[config.mk]
export PLATFORM = sky130hd
export DESIGN_NAME = stencil_exchange_matrix_entries_top
export DESIGN_NICKNAME = d
export VERILOG_FILES = /design/src/hdl/sem_pkg.sv /design/src/hdl/sem_arith.sv /design/src/hdl/stencil_exchange_matrix_entries_top.sv
export SDC_FILE = /design/constraint.sdc
export NUM_CORES = 2
export LEC_CHECK = 0
export ABC_CLOCK_PERIOD_IN_PS = 11700
export BUFFER_PORTS_ARGS = -buffer_cell sky130_fd_sc_hd__buf_4
export CORE_MARGIN = 1
export CORE_UTILIZATION = 35
export CTS_BUF_LIST = sky130_fd_sc_hd__clkbuf_4 sky130_fd_sc_hd__clkbuf_8 sky130_fd_sc_hd__clkbuf_16
export CTS_CLUSTER_DIAMETER = 80
export DETAILED_ROUTE_END_ITERATION = 12
export GPL_TIMING_DRIVEN = 0
export PLACE_DENSITY = 0.61
export SLEW_MARGIN = 10
export SYNTH_ARGS = -nofsm -noshare
export SYNTH_HDL_FRONTEND = slang
export SYNTH_SLANG_ARGS = --single-unit
[constraint.sdc]
create_clock -name clock -period 11.7 [get_ports clock]
set_clock_uncertainty 0.1 [all_clocks]
set_input_delay 1.755 -clock clock [delete_from_list [all_inputs] [get_ports clock]]
set_output_delay 1.755 -clock clock [all_outputs]
set_load 0.1 [all_outputs]
[src/hdl/sem_pkg.sv]
// sem_pkg: shared constants, types and register codes for the exchange
// stencil matrix entry generator
// no dependencies
package sem_pkg;

   localparam int DEF_MAX_NX = 64;
   localparam int DEF_MAX_NY = 64;
   localparam int DEF_MAX_NZ = 64;
   localparam int COMPONENTS = 3;
   localparam int CMP_W      = 2;

   localparam int GRID_W     = 7;
   localparam int STIFF_W    = 32;
   localparam int COEF_W     = 32;
   localparam int PROD_W     = COEF_W + STIFF_W;
   localparam int IDX_W      = 20;
   localparam int VAL_W      = 48;

   localparam int NBR        = 6;
   localparam int KIDX_W     = 3;

   localparam int WEIGHT_W   = 18;
   localparam int W_ONE      = 65536;
   localparam int W_SHIFT    = 14;
   localparam int MUL_STEPS  = 32;
   localparam int CNT_W      = 5;

   localparam int CSR_IDX_W  = 3;
   localparam int CSR_DATA_W = 32;

   localparam logic [CSR_IDX_W-1:0] CSR_GRID_X     = CSR_IDX_W'(0);
   localparam logic [CSR_IDX_W-1:0] CSR_GRID_Y     = CSR_IDX_W'(1);
   localparam logic [CSR_IDX_W-1:0] CSR_GRID_Z     = CSR_IDX_W'(2);
   localparam logic [CSR_IDX_W-1:0] CSR_COEF_X     = CSR_IDX_W'(3);
   localparam logic [CSR_IDX_W-1:0] CSR_COEF_Y     = CSR_IDX_W'(4);
   localparam logic [CSR_IDX_W-1:0] CSR_COEF_Z     = CSR_IDX_W'(5);
   localparam logic [CSR_IDX_W-1:0] CSR_UNIFORM    = CSR_IDX_W'(6);
   localparam logic [CSR_IDX_W-1:0] CSR_UNIF_STIFF = CSR_IDX_W'(7);

   localparam logic [KIDX_W-1:0] NBR_XP = KIDX_W'(0);
   localparam logic [KIDX_W-1:0] NBR_XM = KIDX_W'(1);
   localparam logic [KIDX_W-1:0] NBR_YP = KIDX_W'(2);
   localparam logic [KIDX_W-1:0] NBR_YM = KIDX_W'(3);
   localparam logic [KIDX_W-1:0] NBR_ZP = KIDX_W'(4);
   localparam logic [KIDX_W-1:0] NBR_ZM = KIDX_W'(5);

   typedef enum logic [2:0] {
      ST_IDLE,
      ST_ROW_Z,
      ST_ROW_Y,
      ST_ROW_X,
      ST_SCAN,
      ST_CALC,
      ST_EMIT
   } sem_state_type;

   typedef enum logic [1:0] {
      PH_IDLE,
      PH_MULDIV,
      PH_WEIGHT
   } sem_phase_type;

   typedef struct packed {
      logic [COEF_W-1:0]  coef;
      logic [STIFF_W-1:0] ai;
      logic [STIFF_W-1:0] an;
      logic               uniform;
   } sem_arith_req_type;

endpackage

[src/hdl/sem_arith.sv]
// sem_arith: bit-serial entry value unit, coef*ai multiply overlapped with the
// harmonic weight division, then the weighting multiply and 48-bit saturation
// depends on sem_pkg
module sem_arith (
   input  logic                          clock,
   input  logic                          reset,
   input  logic                          start,
   input  sem_pkg::sem_arith_req_type    req,
   output logic                          done,
   output logic [sem_pkg::VAL_W-1:0]     value
);

   localparam int CW  = sem_pkg::COEF_W;
   localparam int SW  = sem_pkg::STIFF_W;
   localparam int PW  = sem_pkg::PROD_W;
   localparam int WW  = sem_pkg::WEIGHT_W;
   localparam int NW  = sem_pkg::CNT_W;
   localparam int VW  = sem_pkg::VAL_W;
   localparam int WS  = sem_pkg::W_SHIFT;

   sem_pkg::sem_phase_type phase_ff, phase_in;
   logic [NW-1:0]   cnt_ff, cnt_in;
   logic [CW-1:0]   coef_ff, coef_in;
   logic [CW-1:0]   mhi_ff, mhi_in;
   logic [SW-1:0]   mlo_ff, mlo_in;
   logic [SW:0]     den_ff, den_in;
   logic [SW+1:0]   rem_ff, rem_in;
   logic [WW-1:0]   q_ff, q_in;
   logic            uni_ff, uni_in;
   logic [PW-1:0]   whi_ff, whi_in;
   logic [WW-1:0]   wr_ff, wr_in;
   logic [VW-1:0]   value_ff, value_in;

   logic [CW:0]     msum;
   logic [SW+1:0]   rem_sh;
   logic            div_ge;
   logic [WW-1:0]   weight;
   logic [PW-1:0]   prod;
   logic [PW:0]     wsum;
   logic [PW-1:0]   wnew;
   logic            sat;
   logic            mul_last;
   logic            w_last;

   assign mul_last = (cnt_ff == NW'(sem_pkg::MUL_STEPS - 1));
   assign w_last   = (cnt_ff == NW'(WW - 1));

   // next phase
   always_comb begin
      phase_in = phase_ff;
      case (phase_ff)
         sem_pkg::PH_IDLE: begin
            if (start) phase_in = sem_pkg::PH_MULDIV;
         end
         sem_pkg::PH_MULDIV: begin
            if (mul_last) phase_in = sem_pkg::PH_WEIGHT;
         end
         sem_pkg::PH_WEIGHT: begin
            if (w_last) phase_in = sem_pkg::PH_IDLE;
         end
         default: phase_in = sem_pkg::PH_IDLE;
      endcase
   end

   // outputs
   always_comb begin
      done  = (phase_ff == sem_pkg::PH_WEIGHT) && w_last;
      value = value_ff;
   end

   // serial steps
   always_comb begin
      msum   = {1'b0, mhi_ff} + (mlo_ff[0] ? {1'b0, coef_ff} : '0);
      rem_sh = (cnt_ff == '0) ? rem_ff : {rem_ff[SW:0], 1'b0};
      div_ge = (rem_sh >= (SW+2)'(den_ff));
      weight = uni_ff ? WW'(sem_pkg::W_ONE) : ((den_ff == '0) ? '0 : q_ff);
      prod   = {mhi_ff, mlo_ff};
      wsum   = {1'b0, whi_ff} + (wr_ff[0] ? {1'b0, prod} : '0);
      wnew   = wsum[PW:1];
      sat    = |wnew[PW-1:WS+VW];
   end

   always_comb begin
      cnt_in   = cnt_ff;
      coef_in  = coef_ff;
      mhi_in   = mhi_ff;
      mlo_in   = mlo_ff;
      den_in   = den_ff;
      rem_in   = rem_ff;
      q_in     = q_ff;
      uni_in   = uni_ff;
      whi_in   = whi_ff;
      wr_in    = wr_ff;
      value_in = value_ff;
      case (phase_ff)
         sem_pkg::PH_IDLE: begin
            if (start) begin
               cnt_in  = '0;
               coef_in = req.coef;
               mhi_in  = '0;
               mlo_in  = req.ai;
               den_in  = (SW+1)'(req.an) + (SW+1)'(req.ai);
               rem_in  = (SW+2)'(req.an);
               q_in    = '0;
               uni_in  = req.uniform;
            end
         end
         sem_pkg::PH_MULDIV: begin
            mhi_in = msum[CW:1];
            mlo_in = {msum[0], mlo_ff[SW-1:1]};
            if (cnt_ff < NW'(WW)) begin
               rem_in = div_ge ? (rem_sh - (SW+2)'(den_ff)) : rem_sh;
               q_in   = {q_ff[WW-2:0], div_ge};
            end
            if (mul_last) begin
               cnt_in = '0;
               whi_in = '0;
               wr_in  = weight;
            end else begin
               cnt_in = cnt_ff + NW'(1);
            end
         end
         sem_pkg::PH_WEIGHT: begin
            whi_in = wnew;
            wr_in  = {wsum[0], wr_ff[WW-1:1]};
            cnt_in = cnt_ff + NW'(1);
            if (w_last) begin
               value_in = sat ? '1 : wnew[WS+VW-1:WS];
            end
         end
         default: begin
            cnt_in = '0;
         end
      endcase
   end

   always_ff @(posedge clock) begin
      if (reset) begin
         phase_ff <= sem_pkg::PH_IDLE;
         cnt_ff   <= '0;
      end else begin
         phase_ff <= phase_in;
         cnt_ff   <= cnt_in;
      end
   end

   always_ff @(posedge clock) begin
      coef_ff  <= coef_in;
      mhi_ff   <= mhi_in;
      mlo_ff   <= mlo_in;
      den_ff   <= den_in;
      rem_ff   <= rem_in;
      q_ff     <= q_in;
      uni_ff   <= uni_in;
      whi_ff   <= whi_in;
      wr_ff    <= wr_in;
      value_ff <= value_in;
   end

endmodule

[src/hdl/stencil_exchange_matrix_entries_top.sv]
// stencil_exchange_matrix_entries_top: row sequencer, cell counters and
// output register of the exchange stencil off-diagonal entry generator
// depends on sem_pkg and sem_arith
//
// usage
//   req_ beat: stiffness of the current cell and its six neighbours for the
//   next matrix row; rows follow x fastest, then y, z and field component.
//   rsp_ beat: one off-diagonal entry (row, column, value, last-of-row), in
//   neighbour order +x, -x, +y, -y, +z, -z; out-of-grid neighbours are
//   skipped, and in per-cell mode a row whose own stiffness is zero has none.
//   csr_ port: plain register writes, only while the block is idle.
// sequence
//   one row at a time: index setup in ROW_Z, ROW_Y and ROW_X after the req_
//   beat, then a scan over the neighbour slots in order, back to idle once
//   all six are scanned; each emitted entry runs the bit-serial unit (a
//   32-step multiply with the weight division beside it, then an 18-step
//   weighting multiply) and then gives one rsp_ beat.
// reset
//   counters go to cell 0 of component 0, grids to 1, coefficients and
//   uniform stiffness to 0, uniform mode on.
// stall
//   an entry holds on the rsp_ port until rsp_ready; nothing is dropped and
//   req_ready stays low until the row is complete.
module stencil_exchange_matrix_entries_top #(
   parameter int MAX_NX = sem_pkg::DEF_MAX_NX,
   parameter int MAX_NY = sem_pkg::DEF_MAX_NY,
   parameter int MAX_NZ = sem_pkg::DEF_MAX_NZ
) (
   input  logic                              clock,
   input  logic                              reset,

   input  logic                              req_valid,
   output logic                              req_ready,
   input  logic [sem_pkg::STIFF_W-1:0]       req_a_self,
   input  logic [sem_pkg::STIFF_W-1:0]       req_a_xp,
   input  logic [sem_pkg::STIFF_W-1:0]       req_a_xm,
   input  logic [sem_pkg::STIFF_W-1:0]       req_a_yp,
   input  logic [sem_pkg::STIFF_W-1:0]       req_a_ym,
   input  logic [sem_pkg::STIFF_W-1:0]       req_a_zp,
   input  logic [sem_pkg::STIFF_W-1:0]       req_a_zm,

   output logic                              rsp_valid,
   input  logic                              rsp_ready,
   output logic [sem_pkg::IDX_W-1:0]         rsp_row_index,
   output logic [sem_pkg::IDX_W-1:0]         rsp_col_index,
   output logic [sem_pkg::VAL_W-1:0]         rsp_entry_value,
   output logic                              rsp_row_last,

   input  logic                              csr_write_en,
   input  logic [sem_pkg::CSR_IDX_W-1:0]     csr_index,
   input  logic [sem_pkg::CSR_DATA_W-1:0]    csr_wdata
);

   localparam int XW = $clog2(MAX_NX + 1);
   localparam int YW = $clog2(MAX_NY + 1);
   localparam int ZW = $clog2(MAX_NZ + 1);
   localparam int GW = sem_pkg::GRID_W;
   localparam int SW = sem_pkg::STIFF_W;
   localparam int CW = sem_pkg::COEF_W;
   localparam int IW = sem_pkg::IDX_W;
   localparam int KW = sem_pkg::KIDX_W;
   localparam int MW = sem_pkg::CMP_W;
   localparam int NB = sem_pkg::NBR;

   // configuration registers
   logic [GW-1:0] grid_x_ff, grid_y_ff, grid_z_ff;
   logic [CW-1:0] coef_x_ff, coef_y_ff, coef_z_ff;
   logic          uniform_ff;
   logic [SW-1:0] ustiff_ff;

   always_ff @(posedge clock) begin
      if (reset) begin
         grid_x_ff  <= GW'(1);
         grid_y_ff  <= GW'(1);
         grid_z_ff  <= GW'(1);
         coef_x_ff  <= '0;
         coef_y_ff  <= '0;
         coef_z_ff  <= '0;
         uniform_ff <= 1'b1;
         ustiff_ff  <= '0;
      end else if (csr_write_en) begin
         case (csr_index)
            sem_pkg::CSR_GRID_X:     grid_x_ff  <= csr_wdata[GW-1:0];
            sem_pkg::CSR_GRID_Y:     grid_y_ff  <= csr_wdata[GW-1:0];
            sem_pkg::CSR_GRID_Z:     grid_z_ff  <= csr_wdata[GW-1:0];
            sem_pkg::CSR_COEF_X:     coef_x_ff  <= csr_wdata[CW-1:0];
            sem_pkg::CSR_COEF_Y:     coef_y_ff  <= csr_wdata[CW-1:0];
            sem_pkg::CSR_COEF_Z:     coef_z_ff  <= csr_wdata[CW-1:0];
            sem_pkg::CSR_UNIFORM:    uniform_ff <= csr_wdata[0];
            sem_pkg::CSR_UNIF_STIFF: ustiff_ff  <= csr_wdata[SW-1:0];
            default: ;
         endcase
      end
   end

   // clamped grid sizes
   logic [XW-1:0] nx;
   logic [YW-1:0] ny;
   logic [ZW-1:0] nz;

   always_comb begin
      nx = (grid_x_ff == '0) ? XW'(1) :
           ((32'(grid_x_ff) > 32'(MAX_NX)) ? XW'(MAX_NX) : XW'(grid_x_ff));
      ny = (grid_y_ff == '0) ? YW'(1) :
           ((32'(grid_y_ff) > 32'(MAX_NY)) ? YW'(MAX_NY) : YW'(grid_y_ff));
      nz = (grid_z_ff == '0) ? ZW'(1) :
           ((32'(grid_z_ff) > 32'(MAX_NZ)) ? ZW'(MAX_NZ) : ZW'(grid_z_ff));
   end

   // state and working registers
   sem_pkg::sem_state_type state_ff, state_in;
   logic [XW-1:0] cell_x_ff, cell_x_in;
   logic [YW-1:0] cell_y_ff, cell_y_in;
   logic [ZW-1:0] cell_z_ff, cell_z_in;
   logic [MW-1:0] comp_ff, comp_in;
   logic [XW-1:0] cur_x_ff, cur_x_in;
   logic [YW-1:0] cur_y_ff, cur_y_in;
   logic [ZW-1:0] cur_z_ff, cur_z_in;
   logic [MW-1:0] cur_c_ff, cur_c_in;
   logic [SW-1:0] an_ff [NB];
   logic [SW-1:0] ai_ff, ai_in;
   logic [NB-1:0] ok_ff, ok_in;
   logic [IW-1:0] acc_ff, acc_in;
   logic [IW-1:0] plane_ff, plane_in;
   logic [IW-1:0] row_ff, row_in;
   logic [IW-1:0] col_ff, col_in;
   logic          last_ff, last_in;
   logic [KW-1:0] kidx_ff, kidx_in;

   // handshake and control
   logic          req_take;
   logic          rsp_take;
   logic          kidx_end;
   logic          pick_ok;
   logic          arith_start;
   logic          arith_done;
   logic [sem_pkg::VAL_W-1:0] arith_value;
   sem_pkg::sem_arith_req_type arith_req;

   // normalized counters and neighbour flags
   logic [XW-1:0] x_norm;
   logic [YW-1:0] y_norm;
   logic [ZW-1:0] z_norm;
   logic [MW-1:0] c_norm;
   logic          x_inc_ok, y_inc_ok, z_inc_ok;
   logic [NB-1:0] ok_vec;
   logic [SW-1:0] ai_sel;
   logic [IW-1:0] col_sel;
   logic [CW-1:0] coef_sel;
   logic          last_sel;

   assign req_take = req_valid && req_ready;
   assign rsp_take = rsp_valid && rsp_ready;
   assign kidx_end = (kidx_ff == KW'(NB));
   assign pick_ok  = !kidx_end && ok_ff[kidx_ff];

   always_comb begin
      x_norm   = (cell_x_ff >= nx) ? '0 : cell_x_ff;
      y_norm   = (cell_y_ff >= ny) ? '0 : cell_y_ff;
      z_norm   = (cell_z_ff >= nz) ? '0 : cell_z_ff;
      c_norm   = (comp_ff >= MW'(sem_pkg::COMPONENTS)) ? '0 : comp_ff;
      x_inc_ok = ((XW+1)'(x_norm) + (XW+1)'(1)) < (XW+1)'(nx);
      y_inc_ok = ((YW+1)'(y_norm) + (YW+1)'(1)) < (YW+1)'(ny);
      z_inc_ok = ((ZW+1)'(z_norm) + (ZW+1)'(1)) < (ZW+1)'(nz);
      ok_vec   = {z_norm != '0, z_inc_ok, y_norm != '0, y_inc_ok,
                  x_norm != '0, x_inc_ok};
      ai_sel   = uniform_ff ? ustiff_ff : req_a_self;
   end

   // neighbour column, coefficient and last flag for the current slot
   always_comb begin
      case (kidx_ff)
         sem_pkg::NBR_XP: begin
            col_sel  = row_ff + IW'(1);
            coef_sel = coef_x_ff;
         end
         sem_pkg::NBR_XM: begin
            col_sel  = row_ff - IW'(1);
            coef_sel = coef_x_ff;
         end
         sem_pkg::NBR_YP: begin
            col_sel  = row_ff + IW'(nx);
            coef_sel = coef_y_ff;
         end
         sem_pkg::NBR_YM: begin
            col_sel  = row_ff - IW'(nx);
            coef_sel = coef_y_ff;
         end
         sem_pkg::NBR_ZP: begin
            col_sel  = row_ff + plane_ff;
            coef_sel = coef_z_ff;
         end
         sem_pkg::NBR_ZM: begin
            col_sel  = row_ff - plane_ff;
            coef_sel = coef_z_ff;
         end
         default: begin
            col_sel  = row_ff;
            coef_sel = coef_z_ff;
         end
      endcase
      last_sel = ((ok_ff >> (kidx_ff + KW'(1))) == '0);
   end

   always_comb begin
      arith_req.coef    = coef_sel;
      arith_req.ai      = ai_ff;
      arith_req.an      = an_ff[kidx_ff];
      arith_req.uniform = uniform_ff;
   end

   // next state
   always_comb begin
      state_in = state_ff;
      case (state_ff)
         sem_pkg::ST_IDLE: begin
            if (req_take) state_in = sem_pkg::ST_ROW_Z;
         end
         sem_pkg::ST_ROW_Z: state_in = sem_pkg::ST_ROW_Y;
         sem_pkg::ST_ROW_Y: state_in = sem_pkg::ST_ROW_X;
         sem_pkg::ST_ROW_X: state_in = sem_pkg::ST_SCAN;
         sem_pkg::ST_SCAN: begin
            if (kidx_end) state_in = sem_pkg::ST_IDLE;
            else if (pick_ok) state_in = sem_pkg::ST_CALC;
         end
         sem_pkg::ST_CALC: begin
            if (arith_done) state_in = sem_pkg::ST_EMIT;
         end
         sem_pkg::ST_EMIT: begin
            if (rsp_ready) state_in = sem_pkg::ST_SCAN;
         end
         default: state_in = sem_pkg::ST_IDLE;
      endcase
   end

   // outputs
   always_comb begin
      req_ready       = (state_ff == sem_pkg::ST_IDLE);
      rsp_valid       = (state_ff == sem_pkg::ST_EMIT);
      arith_start     = (state_ff == sem_pkg::ST_SCAN) && pick_ok;
      rsp_row_index   = row_ff;
      rsp_col_index   = col_ff;
      rsp_entry_value = arith_value;
      rsp_row_last    = last_ff;
   end

   // datapath next values
   always_comb begin
      cell_x_in = cell_x_ff;
      cell_y_in = cell_y_ff;
      cell_z_in = cell_z_ff;
      comp_in   = comp_ff;
      cur_x_in  = cur_x_ff;
      cur_y_in  = cur_y_ff;
      cur_z_in  = cur_z_ff;
      cur_c_in  = cur_c_ff;
      ai_in     = ai_ff;
      ok_in     = ok_ff;
      acc_in    = acc_ff;
      plane_in  = plane_ff;
      row_in    = row_ff;
      col_in    = col_ff;
      last_in   = last_ff;
      kidx_in   = kidx_ff;
      case (state_ff)
         sem_pkg::ST_IDLE: begin
            if (req_take) begin
               cur_x_in = x_norm;
               cur_y_in = y_norm;
               cur_z_in = z_norm;
               cur_c_in = c_norm;
               ai_in    = ai_sel;
               ok_in    = (uniform_ff || ai_sel != '0) ? ok_vec : '0;
               cell_x_in = x_inc_ok ? (x_norm + XW'(1)) : '0;
               cell_y_in = y_norm;
               cell_z_in = z_norm;
               comp_in   = c_norm;
               if (!x_inc_ok) begin
                  cell_y_in = y_inc_ok ? (y_norm + YW'(1)) : '0;
                  if (!y_inc_ok) begin
                     cell_z_in = z_inc_ok ? (z_norm + ZW'(1)) : '0;
                     if (!z_inc_ok) begin
                        comp_in = (c_norm == MW'(sem_pkg::COMPONENTS - 1)) ? '0 :
                                  (c_norm + MW'(1));
                     end
                  end
               end
            end
         end
         sem_pkg::ST_ROW_Z: begin
            acc_in   = IW'(cur_z_ff) + IW'(IW'(nz) * IW'(cur_c_ff));
            plane_in = IW'(IW'(nx) * IW'(ny));
         end
         sem_pkg::ST_ROW_Y: begin
            acc_in = IW'(cur_y_ff) + IW'(IW'(ny) * acc_ff);
         end
         sem_pkg::ST_ROW_X: begin
            row_in  = IW'(cur_x_ff) + IW'(IW'(nx) * acc_ff);
            kidx_in = '0;
         end
         sem_pkg::ST_SCAN: begin
            if (pick_ok) begin
               col_in  = col_sel;
               last_in = last_sel;
            end else if (!kidx_end) begin
               kidx_in = kidx_ff + KW'(1);
            end
         end
         sem_pkg::ST_CALC: ;
         sem_pkg::ST_EMIT: begin
            if (rsp_take) kidx_in = kidx_ff + KW'(1);
         end
         default: ;
      endcase
   end

   always_ff @(posedge clock) begin
      if (reset) begin
         state_ff  <= sem_pkg::ST_IDLE;
         cell_x_ff <= '0;
         cell_y_ff <= '0;
         cell_z_ff <= '0;
         comp_ff   <= '0;
         kidx_ff   <= '0;
      end else begin
         state_ff  <= state_in;
         cell_x_ff <= cell_x_in;
         cell_y_ff <= cell_y_in;
         cell_z_ff <= cell_z_in;
         comp_ff   <= comp_in;
         kidx_ff   <= kidx_in;
      end
   end

   always_ff @(posedge clock) begin
      cur_x_ff <= cur_x_in;
      cur_y_ff <= cur_y_in;
      cur_z_ff <= cur_z_in;
      cur_c_ff <= cur_c_in;
      ai_ff    <= ai_in;
      ok_ff    <= ok_in;
      acc_ff   <= acc_in;
      plane_ff <= plane_in;
      row_ff   <= row_in;
      col_ff   <= col_in;
      last_ff  <= last_in;
      if (req_take) begin
         an_ff[0] <= req_a_xp;
         an_ff[1] <= req_a_xm;
         an_ff[2] <= req_a_yp;
         an_ff[3] <= req_a_ym;
         an_ff[4] <= req_a_zp;
         an_ff[5] <= req_a_zm;
      end
   end

   sem_arith u_arith (
      .clock (clock),
      .reset (reset),
      .start (arith_start),
      .req   (arith_req),
      .done  (arith_done),
      .value (arith_value)
   );

endmodule
==> impl_metrics.toml <==
[sta]
fin_crit_ps = 7754
fin_crit_sh_pct = 66.27
slew_viol_final = 0
setup_viol = 0
max_freq_mhz = 129.0
setup_tns_ps = 0
slew_headroom_pct = 21.80
max_slew.worst_pin.slew_ps = 1143
rsz0062_at_grt = "false"
final_hold_viol_count = 0

[outcome]
status = "finished, final reports clean"

[cts]
post-cts-setup-buffers = 0
cts-resized-gates = 0
cts-root-buf = "clkbuf_16"
clock_path_buffers = 3
numCtsBuffers = 95
clock-sinks = 829
cts_hold_buf = 0
cts_tree = "done"
clk_latency_ps = 720
path_clk_slew_ps = 60
htree_levels = 3

[power_and_ir_drop]
irDropWorstVdd_mv = 0.1229
finalPower_w = 0.01128
powerDensity_nw_per_um2 = 181.2
cellLeakagePower_nw = 25.40

[die]
start_util_pct = 35.43
rows = 142
die_h_um = 392.5
dieArea_um2 = 154100
die_w_um = 392.5
ios = 355
core_area_um2 = 150700

[grt]
gr-usage-all-layers_pct = 19.98
grt_pass1_vias = 39174
grt_overflow = 0
grt_pass1_wl_um = 234800
grt_max_degree = 63
antenna_found_initial = 32

[setup_path]
worstSetupPathType = "reg2reg"
worst_setup_path_start_kind = "flop"
r2r-end = "cell_z_ff[2]"
r2r_start = "grid_x_ff[3]"
r2r_slack_ps = 3950
slowest_stage = "a41oi_1"
r2r_cells = 28
cp_max_fo = 10
worstSetupEndpointType = "flop"
required_ps = 12180
max_stage_delay_ps = 800
arrival_ps = 8240

[cells_and_area]
multi_input_area_um2 = 27950
drive_gt1_share_pct = 12.91
finalNetCount = 6521
regArea_um2 = 23000
fill_cells = 14636
syn_to_final_growth_pct = 16.57

[worst_hold_path]
whs_endpoint = "coef_x_ff[29]"
hold_class = "reg2reg"
hold_depth = 2
hold_start = "coef_x_ff[29]"

[route]
drcViolationCount = 0
wl_um = 156800
avgViaCountPerCell = 5.184
first_iter_violations = 3090
dr.pass1.iters = 6
ant_nets = 0
vias = 40466
wire_per_inst_um = 20.09

[flow_run]
maxCapViolCount = 0

[yosys]
synth.most_common_cell = "nand2_1"
ys_async_sr_fraction_pct = 0
ys_types = 101
yosysTopAreaCell = "edfxtp_1"
synth_flop_cell = "edfxtp_1"
ys_seq_elements = 829
synth_area_um2 = 53380
synthCells = 5234
synth-edff-count = 640
yosysWarnings = 0
syn_nets = 6057
ys_top_cells_by_area = "edfxtp_1 (36%), ha_1 (8.6%), fa_1 (7.2%)"
synth_common_cells = "nand2_1 (646), edfxtp_1 (640), a21oi_1 (434), inv_1 (403), ha_1 (367)"
postSynthAreaPerCell_um2 = 10.20
yosys.area.top_type_share_pct = 36.00
yosysSeqAreaShare_pct = 43.09

[placement]
routabilityCongestion = 0.9382
port_buffers = 353
dp_hpwl_um = 124700
-- worst max-delay path by stage --
stage / depth (start not counted) / start / to / slack [ps]
after floorplan: 6 / state_ff[1] / comp_ff[0] / 580
after global placement: 5 / req_valid / comp_ff[0] / -1640
after detailed placement: 28 / grid_x_ff[3] / cell_z_ff[2] / 4060
after CTS: 28 / grid_x_ff[3] / cell_z_ff[2] / 4050
after global routing: 26 / grid_y_ff[3] / cell_y_ff[1] / 3450
final: 28 / grid_x_ff[3] / cell_z_ff[2] / 3950
-- metal layers --
layer  wire, um  GRT usage (%)  part of all wire (%)
met1      69760          27.61                    44
met2      69790          30.84                    44
met3      11570          4.303                   7.4
met4       5496          6.778                   3.5
met5        211              0                  0.13
-- sequential cells by signal, indices dropped and copies added, names as in the netlist, 14 cells and up, named ones only --
name             flops
acc_ff              20
ai_ff               32
an_ff              192
coef_x_ff           32
coef_y_ff           32
coef_z_ff           32
plane_ff            14
rsp_col_index       20
rsp_row_index       20
u_arith.coef_ff     32
u_arith.den_ff      33
u_arith.mhi_ff      32
u_arith.mlo_ff      32
u_arith.q_ff        18
u_arith.rem_ff      34
u_arith.value       48
u_arith.whi_ff      64
u_arith.wr_ff       18
ustiff_ff           32
-- cells in the final DEF, fill, tap and decap left out, types with 36 or more instances in the layout --
cell,n
inv_1,403
and2_1,352
a21oi_1,434
nand2_1,646
a22oi_1,36
a21o_1,107
xor2_1,93
nand3_1,71
mux2i_1,80
clkbuf_16,98
ha_1,367
o21ai_0,140
clkbuf_1,199
buf_4,359
dfxtp_1,189
nor3_1,71
nand2b_1,71
xnor2_1,142
nor2b_1,52
edfxtp_1,640
nor2_1,327
mux2_2,99
fa_1,192
-- logic make-up after synthesis --
kind of cell             count (synthesis)  synth area share (%)
AND/OR/NAND/NOR                       1745                 15.69
AO/OA/AOI/OAI                         1013                 11.96
flip-flops                             829                 43.09
buffers and inverters                  642                 4.666
adder cells (fa/ha/maj)                559                 15.80
XOR/XNOR                               235                 3.856
multiplexers                           211                 4.938
-- area by class of cell --
cell class / instances / share of cell area, %
multi-input cells: 3763 / 44.92
flip-flops and latches: 829 / 36.96
repair buffers: 367 / 4.717
clock buffers: 118 / 4.232
well taps: 2016 / 4.053
inverters: 407 / 2.455
plain buffers: 235 / 1.554
clock inverters: 61 / 1.068
diodes: 10 / 0.04021
-- power breakdown --
| group | switching, W | internal [W] |
|---|---|---|
| clock network | 0.00131 | 0.00182 |
| logic | 0.00242 | 0.00151 |
| registers | 0.000335 | 0.00388 |
| total | 0.00406 | 0.00721 |
-- stage by stage --
stage | hold WS, ps | cell area (um2) | worst slack, ps | utilization (%) | std cells
6_report | 354.5 | 62230 | 3946 | 41.30 | 7806
3_5_place_dp | 346.8 | 58910 | 4057 | 39.10 | 7617
4_1_cts | 355.1 | 62200 | 4049 | 41.29 | 7796
2_1_floorplan | 306.4 | 53380 | 580.5 | - | 5234
3_3_place_gp | 341.3 | 58560 | -1639 | 38.87 | 7603
5_1_grt | 365.8 | 62210 | 3453 | 41.29 | 7799
-- worst max-delay path: cells and delay by family (launching register included) --
family	cells	cell delay (ps)
XOR/XNOR	1	270
buffers and inverters	3	1050
AND/OR/NAND/NOR	12	2430
flip-flops	1	400
adder cells (fa/ha/maj)	3	860
AO/OA/AOI/OAI	9	2540
(Power assumes the default switching activity.)
